### src/rtl/slfr_pkg.sv
// Shared types, constants and the frame classifier for the sync/length frame receiver.
// No dependencies; every other file in rtl/ imports this package.
package slfr_pkg;

   // Frame geometry
   localparam int MAX_PAYLOAD   = 16;
   localparam int HDR_LEN       = 3;
   localparam int STORE_DEPTH   = MAX_PAYLOAD + HDR_LEN;
   localparam int NUM_BANKS     = 2;
   localparam int BANK_W        = $clog2(NUM_BANKS);
   localparam int IDX_W         = $clog2(STORE_DEPTH);
   localparam int CNT_W         = $clog2(STORE_DEPTH + 1);
   localparam int LEN_W         = $clog2(MAX_PAYLOAD + 1);
   localparam int CMDQ_DEPTH    = 2;
   localparam int CMDQ_PTR_W    = $clog2(CMDQ_DEPTH);
   localparam int CMDQ_CNT_W    = $clog2(CMDQ_DEPTH + 1);

   // Fixed field widths
   localparam int BYTE_W        = 8;
   localparam int INDEX_W       = 5;
   localparam int KIND_W        = 3;
   localparam int STATUS_W      = 2;
   localparam int CSR_IDX_W     = 3;

   // Frame positions used by the classifier
   localparam int POS_LEN       = 1;
   localparam int POS_ID        = 2;
   localparam int POS_EVENT     = 4;
   localparam int POS_CODE      = 5;
   localparam logic [BYTE_W-1:0] CHANNEL_EVENT = 8'd1;

   // Register indexes
   localparam logic [CSR_IDX_W-1:0] REG_SYNC_VALUE     = 3'd0;
   localparam logic [CSR_IDX_W-1:0] REG_EVENT_MSG_ID   = 3'd1;
   localparam logic [CSR_IDX_W-1:0] REG_BCAST_MSG_ID   = 3'd2;
   localparam logic [CSR_IDX_W-1:0] REG_NO_ERROR_CODE  = 3'd3;
   localparam logic [CSR_IDX_W-1:0] REG_SEARCH_TO_CODE = 3'd4;
   localparam logic [CSR_IDX_W-1:0] REG_RX_FAIL_CODE   = 3'd5;
   localparam logic [CSR_IDX_W-1:0] REG_TX_DONE_CODE   = 3'd6;

   typedef enum logic [KIND_W-1:0] {
      KIND_IGNORE    = 3'd0,
      KIND_SEARCH_TO = 3'd1,
      KIND_TX_DONE   = 3'd2,
      KIND_BROADCAST = 3'd3,
      KIND_UNHANDLED = 3'd4
   } kind_type;

   typedef enum logic [STATUS_W-1:0] {
      ST_GOOD     = 2'd0,
      ST_CSUM_ERR = 2'd1,
      ST_LEN_OVF  = 2'd2
   } status_type;

   typedef enum logic {
      BACK_IDLE,
      BACK_RUN
   } back_state_type;

   typedef struct packed {
      logic [BYTE_W-1:0] sync_value;
      logic [BYTE_W-1:0] event_msg_id;
      logic [BYTE_W-1:0] bcast_msg_id;
      logic [BYTE_W-1:0] no_error_code;
      logic [BYTE_W-1:0] search_to_code;
      logic [BYTE_W-1:0] rx_fail_code;
      logic [BYTE_W-1:0] tx_done_code;
   } cfg_type;

   localparam cfg_type CFG_RESET = '{
      sync_value:     8'd164,
      event_msg_id:   8'd64,
      bcast_msg_id:   8'd78,
      no_error_code:  8'd0,
      search_to_code: 8'd1,
      rx_fail_code:   8'd2,
      tx_done_code:   8'd3
   };

   // One entry of the front-to-back queue
   typedef struct packed {
      status_type         status;
      kind_type           kind;
      logic [IDX_W-1:0]   last_pos;
      logic [BANK_W-1:0]  bank;
   } cmd_type;

   // Frame store write from the front
   typedef struct packed {
      logic               en;
      logic [BANK_W-1:0]  bank;
      logic [IDX_W-1:0]   idx;
      logic [BYTE_W-1:0]  data;
   } mem_wr_type;

   // Bank handed back by the back part once its last byte is read
   typedef struct packed {
      logic               valid;
      logic [BANK_W-1:0]  bank;
   } release_type;

   function automatic kind_type slfr_classify(
      input logic [BYTE_W-1:0] id,
      input logic [BYTE_W-1:0] ev,
      input logic [BYTE_W-1:0] code,
      input cfg_type           cfg
   );
      kind_type k;
      k = KIND_UNHANDLED;
      if (id == cfg.event_msg_id) begin
         if (ev != CHANNEL_EVENT)                k = KIND_UNHANDLED;
         else if (code == cfg.no_error_code)     k = KIND_IGNORE;
         else if (code == cfg.search_to_code)    k = KIND_SEARCH_TO;
         else if (code == cfg.rx_fail_code)      k = KIND_IGNORE;
         else if (code == cfg.tx_done_code)      k = KIND_TX_DONE;
         else                                    k = KIND_UNHANDLED;
      end else if (id == cfg.bcast_msg_id) begin
         k = KIND_BROADCAST;
      end
      return k;
   endfunction

endpackage

### src/rtl/slfr_front.sv
// Front part: config registers, sync hunt, length check, checksum, classification.
// Depends on slfr_pkg; writes the frame store in slfr_back and pushes slfr_cmd_fifo.
module slfr_front
   import slfr_pkg::*;
(
   input  logic                  clock,
   input  logic                  reset,
   input  logic                  req_push,
   output logic                  req_full,
   input  logic [BYTE_W-1:0]     req_rx_byte,
   input  logic                  csr_we,
   input  logic [CSR_IDX_W-1:0]  csr_index,
   input  logic [BYTE_W-1:0]     csr_wdata,
   input  logic                  q_full,
   output logic                  q_push,
   output cmd_type               q_cmd,
   output mem_wr_type            mem_wr,
   input  release_type           rel
);

   cfg_type                cfg_ff;
   logic                   in_frame_ff, in_frame_in;
   logic [CNT_W-1:0]       count_ff, count_in;
   logic [BYTE_W-1:0]      xor_ff, xor_in;
   logic [LEN_W-1:0]       len_ff, len_in;
   logic [BYTE_W-1:0]      id_ff, id_in;
   logic [BYTE_W-1:0]      ev_ff, ev_in;
   logic [BYTE_W-1:0]      code_ff, code_in;
   logic [BANK_W-1:0]      wbank_ff, wbank_in;
   logic [NUM_BANKS-1:0]   busy_ff, busy_in;

   logic                   accept;
   logic [CNT_W:0]         limit;

   assign req_full = busy_ff[wbank_ff] || q_full;
   assign accept   = req_push && !req_full;
   assign limit    = (CNT_W+1)'(len_ff) + (CNT_W+1)'(HDR_LEN);

   always_comb begin
      in_frame_in = in_frame_ff;
      count_in    = count_ff;
      xor_in      = xor_ff;
      len_in      = len_ff;
      id_in       = id_ff;
      ev_in       = ev_ff;
      code_in     = code_ff;
      wbank_in    = wbank_ff;
      busy_in     = busy_ff;
      q_push      = 1'b0;
      q_cmd.status   = ST_GOOD;
      q_cmd.kind     = KIND_IGNORE;
      q_cmd.last_pos = '0;
      q_cmd.bank     = wbank_ff;
      mem_wr.en   = 1'b0;
      mem_wr.bank = wbank_ff;
      mem_wr.idx  = IDX_W'(count_ff);
      mem_wr.data = req_rx_byte;

      if (rel.valid) begin
         busy_in[rel.bank] = 1'b0;
      end

      if (accept) begin
         if (!in_frame_ff) begin
            // hunt: drop everything but sync
            if (req_rx_byte == cfg_ff.sync_value) begin
               in_frame_in = 1'b1;
               count_in    = CNT_W'(1);
               xor_in      = req_rx_byte;
               id_in       = '0;
               ev_in       = '0;
               code_in     = '0;
               mem_wr.en   = 1'b1;
               mem_wr.idx  = '0;
            end
         end else if (count_ff == CNT_W'(POS_LEN)) begin
            if (req_rx_byte > BYTE_W'(MAX_PAYLOAD)) begin
               in_frame_in  = 1'b0;
               count_in     = '0;
               xor_in       = '0;
               q_push       = 1'b1;
               q_cmd.status = ST_LEN_OVF;
            end else begin
               len_in    = LEN_W'(req_rx_byte);
               xor_in    = xor_ff ^ req_rx_byte;
               count_in  = count_ff + CNT_W'(1);
               mem_wr.en = 1'b1;
            end
         end else if ((CNT_W+1)'(count_ff) < limit &&
                      (CNT_W+1)'(count_ff) < (CNT_W+1)'(STORE_DEPTH)) begin
            xor_in    = xor_ff ^ req_rx_byte;
            count_in  = count_ff + CNT_W'(1);
            mem_wr.en = 1'b1;
            if (count_ff == CNT_W'(POS_ID))    id_in   = req_rx_byte;
            if (count_ff == CNT_W'(POS_EVENT)) ev_in   = req_rx_byte;
            if (count_ff == CNT_W'(POS_CODE))  code_in = req_rx_byte;
         end else begin
            // checksum byte closes the frame
            in_frame_in = 1'b0;
            count_in    = '0;
            xor_in      = '0;
            q_push      = 1'b1;
            if (req_rx_byte != xor_ff) begin
               q_cmd.status = ST_CSUM_ERR;
            end else begin
               q_cmd.kind        = slfr_classify(id_ff, ev_ff, code_ff, cfg_ff);
               q_cmd.last_pos    = IDX_W'(limit - (CNT_W+1)'(1));
               busy_in[wbank_ff] = 1'b1;
               wbank_in          = wbank_ff + BANK_W'(1);
            end
         end
      end
   end

   always_ff @(posedge clock) begin
      if (reset) begin
         cfg_ff      <= CFG_RESET;
         in_frame_ff <= 1'b0;
         count_ff    <= '0;
         xor_ff      <= '0;
         wbank_ff    <= '0;
         busy_ff     <= '0;
      end else begin
         in_frame_ff <= in_frame_in;
         count_ff    <= count_in;
         xor_ff      <= xor_in;
         wbank_ff    <= wbank_in;
         busy_ff     <= busy_in;
         if (csr_we) begin
            case (csr_index)
               REG_SYNC_VALUE:     cfg_ff.sync_value     <= csr_wdata;
               REG_EVENT_MSG_ID:   cfg_ff.event_msg_id   <= csr_wdata;
               REG_BCAST_MSG_ID:   cfg_ff.bcast_msg_id   <= csr_wdata;
               REG_NO_ERROR_CODE:  cfg_ff.no_error_code  <= csr_wdata;
               REG_SEARCH_TO_CODE: cfg_ff.search_to_code <= csr_wdata;
               REG_RX_FAIL_CODE:   cfg_ff.rx_fail_code   <= csr_wdata;
               REG_TX_DONE_CODE:   cfg_ff.tx_done_code   <= csr_wdata;
               default: ;
            endcase
         end
      end
   end

   // payload registers, no reset
   always_ff @(posedge clock) begin
      len_ff  <= len_in;
      id_ff   <= id_in;
      ev_ff   <= ev_in;
      code_ff <= code_in;
   end

endmodule

### src/rtl/slfr_cmd_fifo.sv
// Short queue of frame commands between the front and back parts.
// Depends on slfr_pkg (cmd_type, CMDQ_DEPTH).
module slfr_cmd_fifo
   import slfr_pkg::*;
(
   input  logic     clock,
   input  logic     reset,
   input  logic     push,
   input  cmd_type  push_cmd,
   output logic     full,
   input  logic     pop,
   output cmd_type  pop_cmd,
   output logic     valid
);

   cmd_type                 q_ff [CMDQ_DEPTH];
   logic [CMDQ_PTR_W-1:0]   wr_ptr_ff, rd_ptr_ff;
   logic [CMDQ_CNT_W-1:0]   cnt_ff;
   logic                    do_push, do_pop;

   assign full    = (cnt_ff == CMDQ_CNT_W'(CMDQ_DEPTH));
   assign valid   = (cnt_ff != '0);
   assign pop_cmd = q_ff[rd_ptr_ff];
   assign do_push = push && !full;
   assign do_pop  = pop && valid;

   always_ff @(posedge clock) begin
      if (reset) begin
         wr_ptr_ff <= '0;
         rd_ptr_ff <= '0;
         cnt_ff    <= '0;
      end else begin
         if (do_push) begin
            wr_ptr_ff <= (wr_ptr_ff == CMDQ_PTR_W'(CMDQ_DEPTH - 1)) ? '0
                         : wr_ptr_ff + CMDQ_PTR_W'(1);
         end
         if (do_pop) begin
            rd_ptr_ff <= (rd_ptr_ff == CMDQ_PTR_W'(CMDQ_DEPTH - 1)) ? '0
                         : rd_ptr_ff + CMDQ_PTR_W'(1);
         end
         if (do_push && !do_pop)      cnt_ff <= cnt_ff + CMDQ_CNT_W'(1);
         else if (do_pop && !do_push) cnt_ff <= cnt_ff - CMDQ_CNT_W'(1);
      end
   end

   always_ff @(posedge clock) begin
      if (do_push) q_ff[wr_ptr_ff] <= push_cmd;
   end

endmodule

### src/rtl/slfr_back.sv
// Back part: two-bank frame store, run sequencer and the result output register.
// Depends on slfr_pkg; takes commands from slfr_cmd_fifo and store writes from slfr_front.
module slfr_back
   import slfr_pkg::*;
(
   input  logic                clock,
   input  logic                reset,
   input  mem_wr_type          mem_wr,
   input  logic                cmd_valid,
   input  cmd_type             cmd,
   output logic                cmd_pop,
   output release_type         rel,
   output logic                rsp_empty,
   input  logic                rsp_pop,
   output logic [BYTE_W-1:0]   rsp_frame_byte,
   output logic [INDEX_W-1:0]  rsp_byte_index,
   output logic [KIND_W-1:0]   rsp_frame_kind,
   output logic [STATUS_W-1:0] rsp_status,
   output logic                rsp_last
);

   logic [BYTE_W-1:0]   mem [NUM_BANKS][STORE_DEPTH];

   back_state_type      state_ff, state_in;
   logic [BANK_W-1:0]   bank_ff;
   logic [IDX_W-1:0]    last_pos_ff;
   kind_type            kind_ff;
   logic [IDX_W-1:0]    idx_ff;

   logic                rd_pending_ff;
   logic [BYTE_W-1:0]   rd_data_ff;
   logic [IDX_W-1:0]    rd_idx_ff;
   logic                rd_last_ff;
   kind_type            rd_kind_ff;

   logic                out_valid_ff;
   logic [BYTE_W-1:0]   out_byte_ff;
   logic [IDX_W-1:0]    out_idx_ff;
   kind_type            out_kind_ff;
   status_type          out_status_ff;
   logic                out_last_ff;

   logic                out_free, load_rd, load_err, rd_issue, rd_last, start_run;

   always_comb begin
      state_in = state_ff;
      case (state_ff)
         BACK_IDLE: if (start_run) state_in = BACK_RUN;
         BACK_RUN:  if (rd_issue && rd_last) state_in = BACK_IDLE;
         default:   state_in = BACK_IDLE;
      endcase
   end

   always_comb begin
      out_free  = !out_valid_ff || rsp_pop;
      load_rd   = rd_pending_ff && out_free;
      rd_last   = (idx_ff == last_pos_ff);
      rd_issue  = 1'b0;
      load_err  = 1'b0;
      start_run = 1'b0;
      case (state_ff)
         BACK_IDLE: begin
            start_run = cmd_valid && (cmd.status == ST_GOOD);
            load_err  = cmd_valid && (cmd.status != ST_GOOD) && !rd_pending_ff && out_free;
         end
         BACK_RUN: begin
            rd_issue = !rd_pending_ff || load_rd;
         end
         default: ;
      endcase
      cmd_pop   = start_run || load_err;
      rel.valid = rd_issue && rd_last;
      rel.bank  = bank_ff;
   end

   always_ff @(posedge clock) begin
      if (reset) begin
         state_ff      <= BACK_IDLE;
         rd_pending_ff <= 1'b0;
         out_valid_ff  <= 1'b0;
      end else begin
         state_ff <= state_in;
         if (rd_issue)     rd_pending_ff <= 1'b1;
         else if (load_rd) rd_pending_ff <= 1'b0;
         if (load_rd || load_err) out_valid_ff <= 1'b1;
         else if (rsp_pop)        out_valid_ff <= 1'b0;
      end
   end

   // frame store: one write port from the front, one registered read port
   always_ff @(posedge clock) begin
      if (mem_wr.en) mem[mem_wr.bank][mem_wr.idx] <= mem_wr.data;
      if (rd_issue)  rd_data_ff <= mem[bank_ff][idx_ff];
   end

   always_ff @(posedge clock) begin
      if (start_run) begin
         bank_ff     <= cmd.bank;
         last_pos_ff <= cmd.last_pos;
         kind_ff     <= cmd.kind;
         idx_ff      <= '0;
      end else if (rd_issue) begin
         idx_ff <= idx_ff + IDX_W'(1);
      end
      if (rd_issue) begin
         rd_idx_ff  <= idx_ff;
         rd_last_ff <= rd_last;
         rd_kind_ff <= kind_ff;
      end
      if (load_rd) begin
         out_byte_ff   <= rd_data_ff;
         out_idx_ff    <= rd_idx_ff;
         out_kind_ff   <= rd_kind_ff;
         out_status_ff <= ST_GOOD;
         out_last_ff   <= rd_last_ff;
      end else if (load_err) begin
         out_byte_ff   <= '0;
         out_idx_ff    <= '0;
         out_kind_ff   <= KIND_IGNORE;
         out_status_ff <= cmd.status;
         out_last_ff   <= 1'b1;
      end
   end

   assign rsp_empty      = !out_valid_ff;
   assign rsp_frame_byte = out_byte_ff;
   assign rsp_byte_index = INDEX_W'(out_idx_ff);
   assign rsp_frame_kind = out_kind_ff;
   assign rsp_status     = out_status_ff;
   assign rsp_last       = out_last_ff;

endmodule

### src/rtl/sync_length_frame_receiver_top.sv
// Top level of the sync/length frame receiver: front parser, command queue, back emitter.
// Depends on slfr_pkg, slfr_front, slfr_cmd_fifo and slfr_back.
//
// Usage:
//   Input channel (req_): push one received byte on req_rx_byte; it is taken at a
//   clock edge with req_push high and req_full low. Bytes outside a frame that do not
//   match the sync register are dropped.
//   Result channel (rsp_): while rsp_empty is low the oldest result word is on the
//   rsp_ ports; rsp_pop takes it. A good frame comes out as one word per frame byte
//   (checksum dropped), rsp_last on the final one; a bad checksum or an oversized
//   length gives a single word with rsp_status set and rsp_last high.
//   A good frame's first word passes the command queue, run start, store read and output
//   registers; an error word passes the queue and output register. A run then streams one
//   word per cycle while rsp_pop is held; the single store read port sets that pace.
//   The store has two banks, so the next frame is received while one is emitted;
//   req_full rises when both banks are held or the two-entry command queue is full.
//   Config (csr_): a write with csr_we lands at the clock edge; change registers only
//   while the block is idle. Reset (synchronous) drops any partial frame and pending
//   results and restores the register defaults; there is no store clearing pass.
//   A stalled receiver holds its word; backpressure reaches req_full after the store fills.
module sync_length_frame_receiver_top
   import slfr_pkg::*;
(
   input  logic                clock,
   input  logic                reset,
   input  logic                req_push,
   output logic                req_full,
   input  logic [BYTE_W-1:0]   req_rx_byte,
   output logic                rsp_empty,
   input  logic                rsp_pop,
   output logic [BYTE_W-1:0]   rsp_frame_byte,
   output logic [INDEX_W-1:0]  rsp_byte_index,
   output logic [KIND_W-1:0]   rsp_frame_kind,
   output logic [STATUS_W-1:0] rsp_status,
   output logic                rsp_last,
   input  logic                csr_we,
   input  logic [CSR_IDX_W-1:0] csr_index,
   input  logic [BYTE_W-1:0]   csr_wdata
);

   logic        q_full, q_push, q_valid, q_pop;
   cmd_type     q_cmd_in, q_cmd_out;
   mem_wr_type  mem_wr;
   release_type rel;

   // Front: parse bytes, check length and checksum, classify
   slfr_front u_front (
      .clock       (clock),
      .reset       (reset),
      .req_push    (req_push),
      .req_full    (req_full),
      .req_rx_byte (req_rx_byte),
      .csr_we      (csr_we),
      .csr_index   (csr_index),
      .csr_wdata   (csr_wdata),
      .q_full      (q_full),
      .q_push      (q_push),
      .q_cmd       (q_cmd_in),
      .mem_wr      (mem_wr),
      .rel         (rel)
   );

   // Decouple: hold finished frame commands until the back is free
   slfr_cmd_fifo u_cmd_fifo (
      .clock    (clock),
      .reset    (reset),
      .push     (q_push),
      .push_cmd (q_cmd_in),
      .full     (q_full),
      .pop      (q_pop),
      .pop_cmd  (q_cmd_out),
      .valid    (q_valid)
   );

   // Back: stream stored frames or error words to the result port
   slfr_back u_back (
      .clock          (clock),
      .reset          (reset),
      .mem_wr         (mem_wr),
      .cmd_valid      (q_valid),
      .cmd            (q_cmd_out),
      .cmd_pop        (q_pop),
      .rel            (rel),
      .rsp_empty      (rsp_empty),
      .rsp_pop        (rsp_pop),
      .rsp_frame_byte (rsp_frame_byte),
      .rsp_byte_index (rsp_byte_index),
      .rsp_frame_kind (rsp_frame_kind),
      .rsp_status     (rsp_status),
      .rsp_last       (rsp_last)
   );

endmodule

### config.mk
export PLATFORM = sky130hd
export DESIGN_NAME = sync_length_frame_receiver_top
export DESIGN_NICKNAME = d
export VERILOG_FILES = /design/src/rtl/slfr_pkg.sv /design/src/rtl/slfr_front.sv /design/src/rtl/slfr_cmd_fifo.sv /design/src/rtl/slfr_back.sv /design/src/rtl/sync_length_frame_receiver_top.sv
export SDC_FILE = /design/constraint.sdc
export NUM_CORES = 1
export LEC_CHECK = 0
export BUFFER_PORTS_ARGS = -buffer_cell sky130_fd_sc_hd__buf_2
export CAP_MARGIN = 5
export CORE_MARGIN = 2
export CORE_UTILIZATION = 55
export DETAILED_ROUTE_END_ITERATION = 8
export GPL_TIMING_DRIVEN = 0
export PLACE_DENSITY_LB_ADDON = 0.05
export SETUP_SLACK_MARGIN = 0.4
export SLEW_MARGIN = 40
export SYNTH_ARGS = -nofsm -noshare
export SYNTH_HDL_FRONTEND = slang
export SYNTH_SLANG_ARGS = --single-unit
### constraint.sdc
create_clock -name clock -period 6.9 [get_ports clock]
set_input_delay 1.035 -clock clock [delete_from_list [all_inputs] [get_ports clock]]
set_output_delay 1.035 -clock clock [all_outputs]
set_load 0.01 [all_outputs]
== Word-level counts from Yosys, hierarchy flattened ==
Memory sizes are Yosys's and may differ from the RTL's. A register that Yosys moved wholly into a read port is not among the register bits.
Cells that the tools add are included.
Storage, ports and cells
  bits in writable memories: 326
  register bits after elaboration: 159
  input port bits: 24
  memories kept: 2
Memories
  u_back.mem: words 2, width 152, rd ports 1, clocked after Yosys merged registers in 1, wr ports 1, line slfr_back.sv:22  | logic [BYTE_W-1:0] mem [NUM_BANKS][STORE_DEPTH];
  u_cmd_fifo.q_ff: words 2, width 11, rd ports 1, clocked after Yosys merged registers in 1, wr ports 1, line slfr_cmd_fifo.sv:16  | cmd_type q_ff [CMDQ_DEPTH];
Operators by class
  bitwise operators: 11
  mux-type cells: 98
  add/subtract/negate cells: 9
  equal/unequal tests: 26
  order comparisons: 10
  reductions and logical operators: 48
Operators by type and width (number)
  $mux W8: 25
  $mux W152: 1
  $eq A8 B8 Y1: 7
  $mux W5: 10
  $bmux W8 S5: 1
  $demux W8 S5: 1
  $mux W1: 35
  $mux W10: 3
  $mux W3: 9
  $mux W2: 10
  $reduce_and A5 Y1: 4
  $reduce_and A2 Y1: 8
  $logic_and A1 B1 Y1: 15
  $reduce_bool A2 Y1: 7
  $ge A6 B6 Y1 const B: 2
  $not A5 Y6: 2
  $add A5 B1 Y5 const B: 2
  $eq A5 B3 Y1 const B: 2
  $ne A2 B2 Y1 const B: 5
  $eq A3 B3 Y1 const B: 3
  $gt A8 B5 Y1 const B: 1
  $ne A8 B1 Y1 const B: 1
  $ne A8 B8 Y1: 1
  $xor A8 B8 Y8: 1
  27 further kinds: 46

== Depth between registers and ports, before layout ==
  depth after elaboration: 13
  mapped depth: 14
  depth with buffers taken out: 14

== By module ==
From an unflattened synthesis, not the netlist that was laid out.
Second synthesis, totals
  cells, all modules: 1398
  area, all modules: 20208.1 um^2
Modules (own cells, without submodules)
  slfr_back: instances 1, sequential area each 10640.2 um^2, area an instance 13950.9 um^2, cells an instance 757
  slfr_front: instances 1, sequential area each 2332.2 um^2, area an instance 5247.5 um^2, cells an instance 582
  slfr_cmd_fifo: instances 1, sequential area each 760.7 um^2, area an instance 1009.7 um^2, cells an instance 59

== Worst setup path before layout ==
No wires, ideal clock.
  kind: in2reg
  start point: input req_rx_byte[3]
  end point: memory u_back.mem[0][120] (netlist bit), enable pin
  data arrival time: 2.762 ns
  required time: 6.517 ns
  buffers on the path: 1
  cell stages on the path: 6
  slack: 3.755 ns
  library setup time: 0.383 ns
  cell sequence: o41ai_1 > nand3_2 > o22ai_2 > buf_4 > nand2_2 > nor3_1
Between the ends
  cells in the longest elaborated chain, start to end: 10
  elaborated cells between the ends (all ways): 18
RTL lines
  start: declaration: line sync_length_frame_receiver_top.sv:28  | input logic [BYTE_W-1:0] req_rx_byte,
  $eq A8 B8 Y1: line slfr_front.sv:66  | if (req_rx_byte == cfg_ff.sync_value) begin
  $mux W5: line slfr_front.sv:66
  $mux W5: line slfr_front.sv:64  | if (!in_frame_ff) begin
  $mux W5: line slfr_front.sv:63  | if (accept) begin
  $not A5 Y6 (implied by the code): line slfr_back.sv:92  | if (mem_wr.en) mem[mem_wr.bank][mem_wr.idx] <= mem_wr.data;
  $ge A6 B6 Y1 (implied by the code) / $lt A6 B1 Y1 (equally long branches): line slfr_back.sv:92
  $logic_and A1 B1 Y1 (implied by the code): line slfr_back.sv:92
  $mux W8 (implied by the code): line slfr_back.sv:92
  $demux W8 S5: line slfr_back.sv:92
  $mux W152 (implied by the code) (*): line slfr_back.sv:92
  end: declaration: line slfr_back.sv:22
Every way passes the cells marked *; elsewhere a longest branch is shown, timed or not.

== Final worst setup path ==
  start point: register u_front.len_ff[0]
  end point: memory u_back.mem[1][80] (netlist bit), enable pin
Between the ends
  cells in the longest elaborated chain, start to end: 9
RTL lines
  start: declaration: line slfr_front.sv:25  | logic [LEN_W-1:0] len_ff, len_in;
  start signal: assignment: line slfr_front.sv:146  | len_ff <= len_in;
  $add A5 B2 Y6: line slfr_front.sv:37  | assign limit = (CNT_W+1)'(len_ff) + (CNT_W+1)'(HDR_LEN);
  $lt A5 B6 Y1: line slfr_front.sv:89  | end else if ((CNT_W+1)'(count_ff) < limit &&
  $logic_and A1 B1 Y1: line slfr_front.sv:89
  $mux W1: line slfr_front.sv:89
  $mux W1: line slfr_front.sv:76  | end else if (count_ff == CNT_W'(POS_LEN)) begin
  $mux W1: line slfr_front.sv:64
  $mux W1: line slfr_front.sv:63
  $mux W1: line slfr_back.sv:92
  $mux W152 (implied by the code): line slfr_back.sv:92
Every way passes these cells.

==> results.cfg <==
[cts]
postCtsSetupBuffers = 0
clockRootBuffer = clkbuf_16
clk_path_buf_depth = 3
clock-sinks = 487
clock_latency_ns = 0.56
cts_tree = done
cts_max_level = 2
clk_pin_slew_ns = 0.06
hold_buffers = 0
numCtsBuffers = 49
cts-resized-gates = 0

[yosys]
ys_ff_latch = 487
synth_area_leaders = edfxtp_1 60%, dfxtp_1 9.0%, mux4_2 6.4%
yosys_most_used_dff = edfxtp_1
async_flop_share_pct = 0
avgSynthCellArea_sq_um = 15.0
synthesis.nets = 1359
synth_commonest_cells = 398 x edfxtp_1, 149 x nand2_1, 95 x nor2_1, 89 x dfxtp_1, 61 x a21oi_1
synth_edf_count = 398
synth_most_common_cell = edfxtp_1
syn_area_sq_mm = 0.0198
yosys_warnings = 0
ys_seq_area_share_pct = 69.4
synth.top_cell.area_share_pct = 60.4
synth.distinct_cells = 62
yosysTopAreaCell = edfxtp_1
syn_inst = 1323

[finish]
nNetsFinal = 1454
syn_to_final_growth_pct = 12.8
drive_above_1_share_pct = 16.8
antenna_cells_inserted = 0

[critical_path]
crit_buf_inv = 1
slowest_delay_ns = 0.69
cp-end-kind = register
crit_family = compound AO/OA/AOI/OAI gates
cpMaxStageDelayCell = nor2_1
timing.critical_path.cells = o21ai_0, xor2_1, ha_1, a211oi_1, o21a_1, o2bb2ai_2, o22ai_2, buf_4, nand3b_2, nor2_1
critical_path_class = reg2reg
worstSetupStartpointType = register
r2r_slack_ns = 3.33
required_ns = 7.08
cp.arrival_ns = 3.75
crit_fanout = 10

[detailed_routing]
ant_nets = 0
totalWireLength_mm = 45.8
num_vias = 11300
wire_per_inst_microns = 23.9
drt_pass1_iterations = 5
drtIter0Drc = 949
vias_per_cell = 5.90
drc = 0

[global_route]
use_met1_pct = 34.2
track_usage_pct = 24.7
antenna_found_initial = 0
grt_remaining_overflow = 0
grt_max_degree = 46
top_usage_layer = met2
first_global_vias = 11200
grtUsageMet2_pct = 39.5
grt_pass1_wl_mm = 69.0
use_met3_pct = 4.91

[die]
rows = 69
die-area_sq_mm = 0.0375
die_w_microns = 194
design.portCount = 45
start_util_pct = 55.8
die_h_microns = 194
core_sq_mm = 0.0355

[pwr]
clkPwrFrac_pct = 33.9
p_int_mw = 5.48
powerDensity_mw_per_mm2 = 343
power_leakage_nw = 7.33
p_seq_share_pct = 44.2
p_comb_share_pct = 21.9
switchingPower_mw = 2.16
swShare_pct = 28.3
peakVddDrop_mv = 0.292

[sta]
fin_crit_ns = 3.57
slew_violations = 0
final.setup.tns_ns = 0
fmax_ghz = 0.280
setup_viol = 0
whs_ns = 0.428
tightest_slew_ns = 0.806
finalCritPeriodShare_pct = 51.7
max_slew_margin_pct = 46.3
grt_setup_unrepaired = no
skew_ns = 0.0140
hold_viol = 0

[worst_hold_path]
hold_path_class = reg2reg

[run_status]
status = complete, no violations

[placed_design]
gp_congestion = 0.871
hpwl_mm = 30.5
numPortBuffers = 41

[run]
cap_violations = 0
-- per-layer routing --
layer,vias to the layer above,routed length [microns]
met3,99,2940
met1,5640,19800
met5,-,0
met2,353,21600
li1,5215,-
met4,0,1530
-- layout by cell type, fill, tap and decap left out, types with 12 or more instances in the layout --
master,synthesis,routed
xnor2_1,57,57
and2_1,25,25
ha_1,12,12
dfxtp_1,89,89
inv_1,12,12
nor2_1,95,75
mux4_2,56,56
nor2_2,0,19
a21oi_1,61,59
o221ai_1,18,18
buf_4,7,14
clkinv_2,0,13
xor2_1,27,27
buf_2,11,46
nand4_1,19,19
mux2i_1,60,60
clkbuf_1,35,43
nand2_1,149,149
nand3_1,20,20
clkbuf_16,0,50
o21ai_0,25,25
edfxtp_1,398,398
-- state kept, by name, indices dropped and copies added (netlist names), 8 cells and up, named ones only --
name and cells:
u_back.mem 304, u_front.cfg_ff 56, u_cmd_fifo.q_ff 22, u_back.rd_data_ff 8, u_back.rsp_frame_byte 8, u_front.code_ff 8, u_front.ev_ff 8, u_front.id_ff 8
u_front.xor_ff 8
-- power by group through the flow --
stage          registers (mW)  clock network, mW  logic, mW
2_1_floorplan            3.44                  0       1.05
3_3_place_gp             3.44                  0       1.64
3_5_place_dp             3.44                  0       1.66
4_1_cts                  3.38               2.63       1.67
5_1_grt                  3.39               2.75       1.78
6_report                 3.38               2.59       1.67
-- kinds of logic (layout without fill, tap and decap cells) --
kind of cell / after synthesis / in the layout / synth area share (%)
compound gates: 173 / 173 / 5.87
xor+xnor: 84 / 84 / 3.72
fa+ha+maj: 12 / 12 / 0.759
simple gates: 366 / 366 / 8.60
flops: 487 / 487 / 69.4
buf+inv: 74 / 207 / 1.61
mux: 127 / 127 / 10.0
-- worst reg2reg max path, stage by stage (launching register included) --
cell       delay (ns)
edfxtp_1         0.50
o21ai_0          0.23
xor2_1           0.32
ha_1             0.30
a211oi_1         0.23
o21a_1           0.17
o2bb2ai_2        0.14
o22ai_2          0.16
buf_4            0.23
nand3b_2         0.23
nor2_1           0.69
-- metrics by stage --
stage / cell area, sq um / worst slack (ns) / utilization, % / std cells / power [mW]
floorplan: 19800 / 3.76 / - / 1323 / 4.49
global placement: 20600 / 2.51 / 58.0 / 1825 / 5.08
detailed placement: 20700 / 2.98 / 58.3 / 1828 / 5.10
CTS: 22200 / 3.31 / 62.7 / 1917 / 7.67
global route: 22300 / 3.08 / 62.9 / 1917 / 7.92
finish: 22300 / 3.33 / 62.9 / 1917 / 7.64
-- cell type report --
class                           instances  area [sq um]
Sequential cell                       487         13700
Fill cell                            2651         13200
Multi-Input combinational cell        762          5850
Clock buffer                           58          1280
Tap cell                              461           577
Clock inverter                         31           284
Buffer                                 61           269
Timing Repair Buffer                   44           267
Inverter                               13          48.8
-- path summary, 6_finish.rpt --
kind,start,end,cells after the start
setup / recovery,u_front.len_ff[0],u_back.mem[1][80],10
hold / removal,u_back.kind_ff[2],u_back.rd_kind_ff[2],0
setup reg to reg,u_front.len_ff[0],u_back.mem[1][80],10
hold reg to reg,u_back.kind_ff[2],u_back.rd_kind_ff[2],0
No activity file was read; power rests on OpenSTA's default activity.
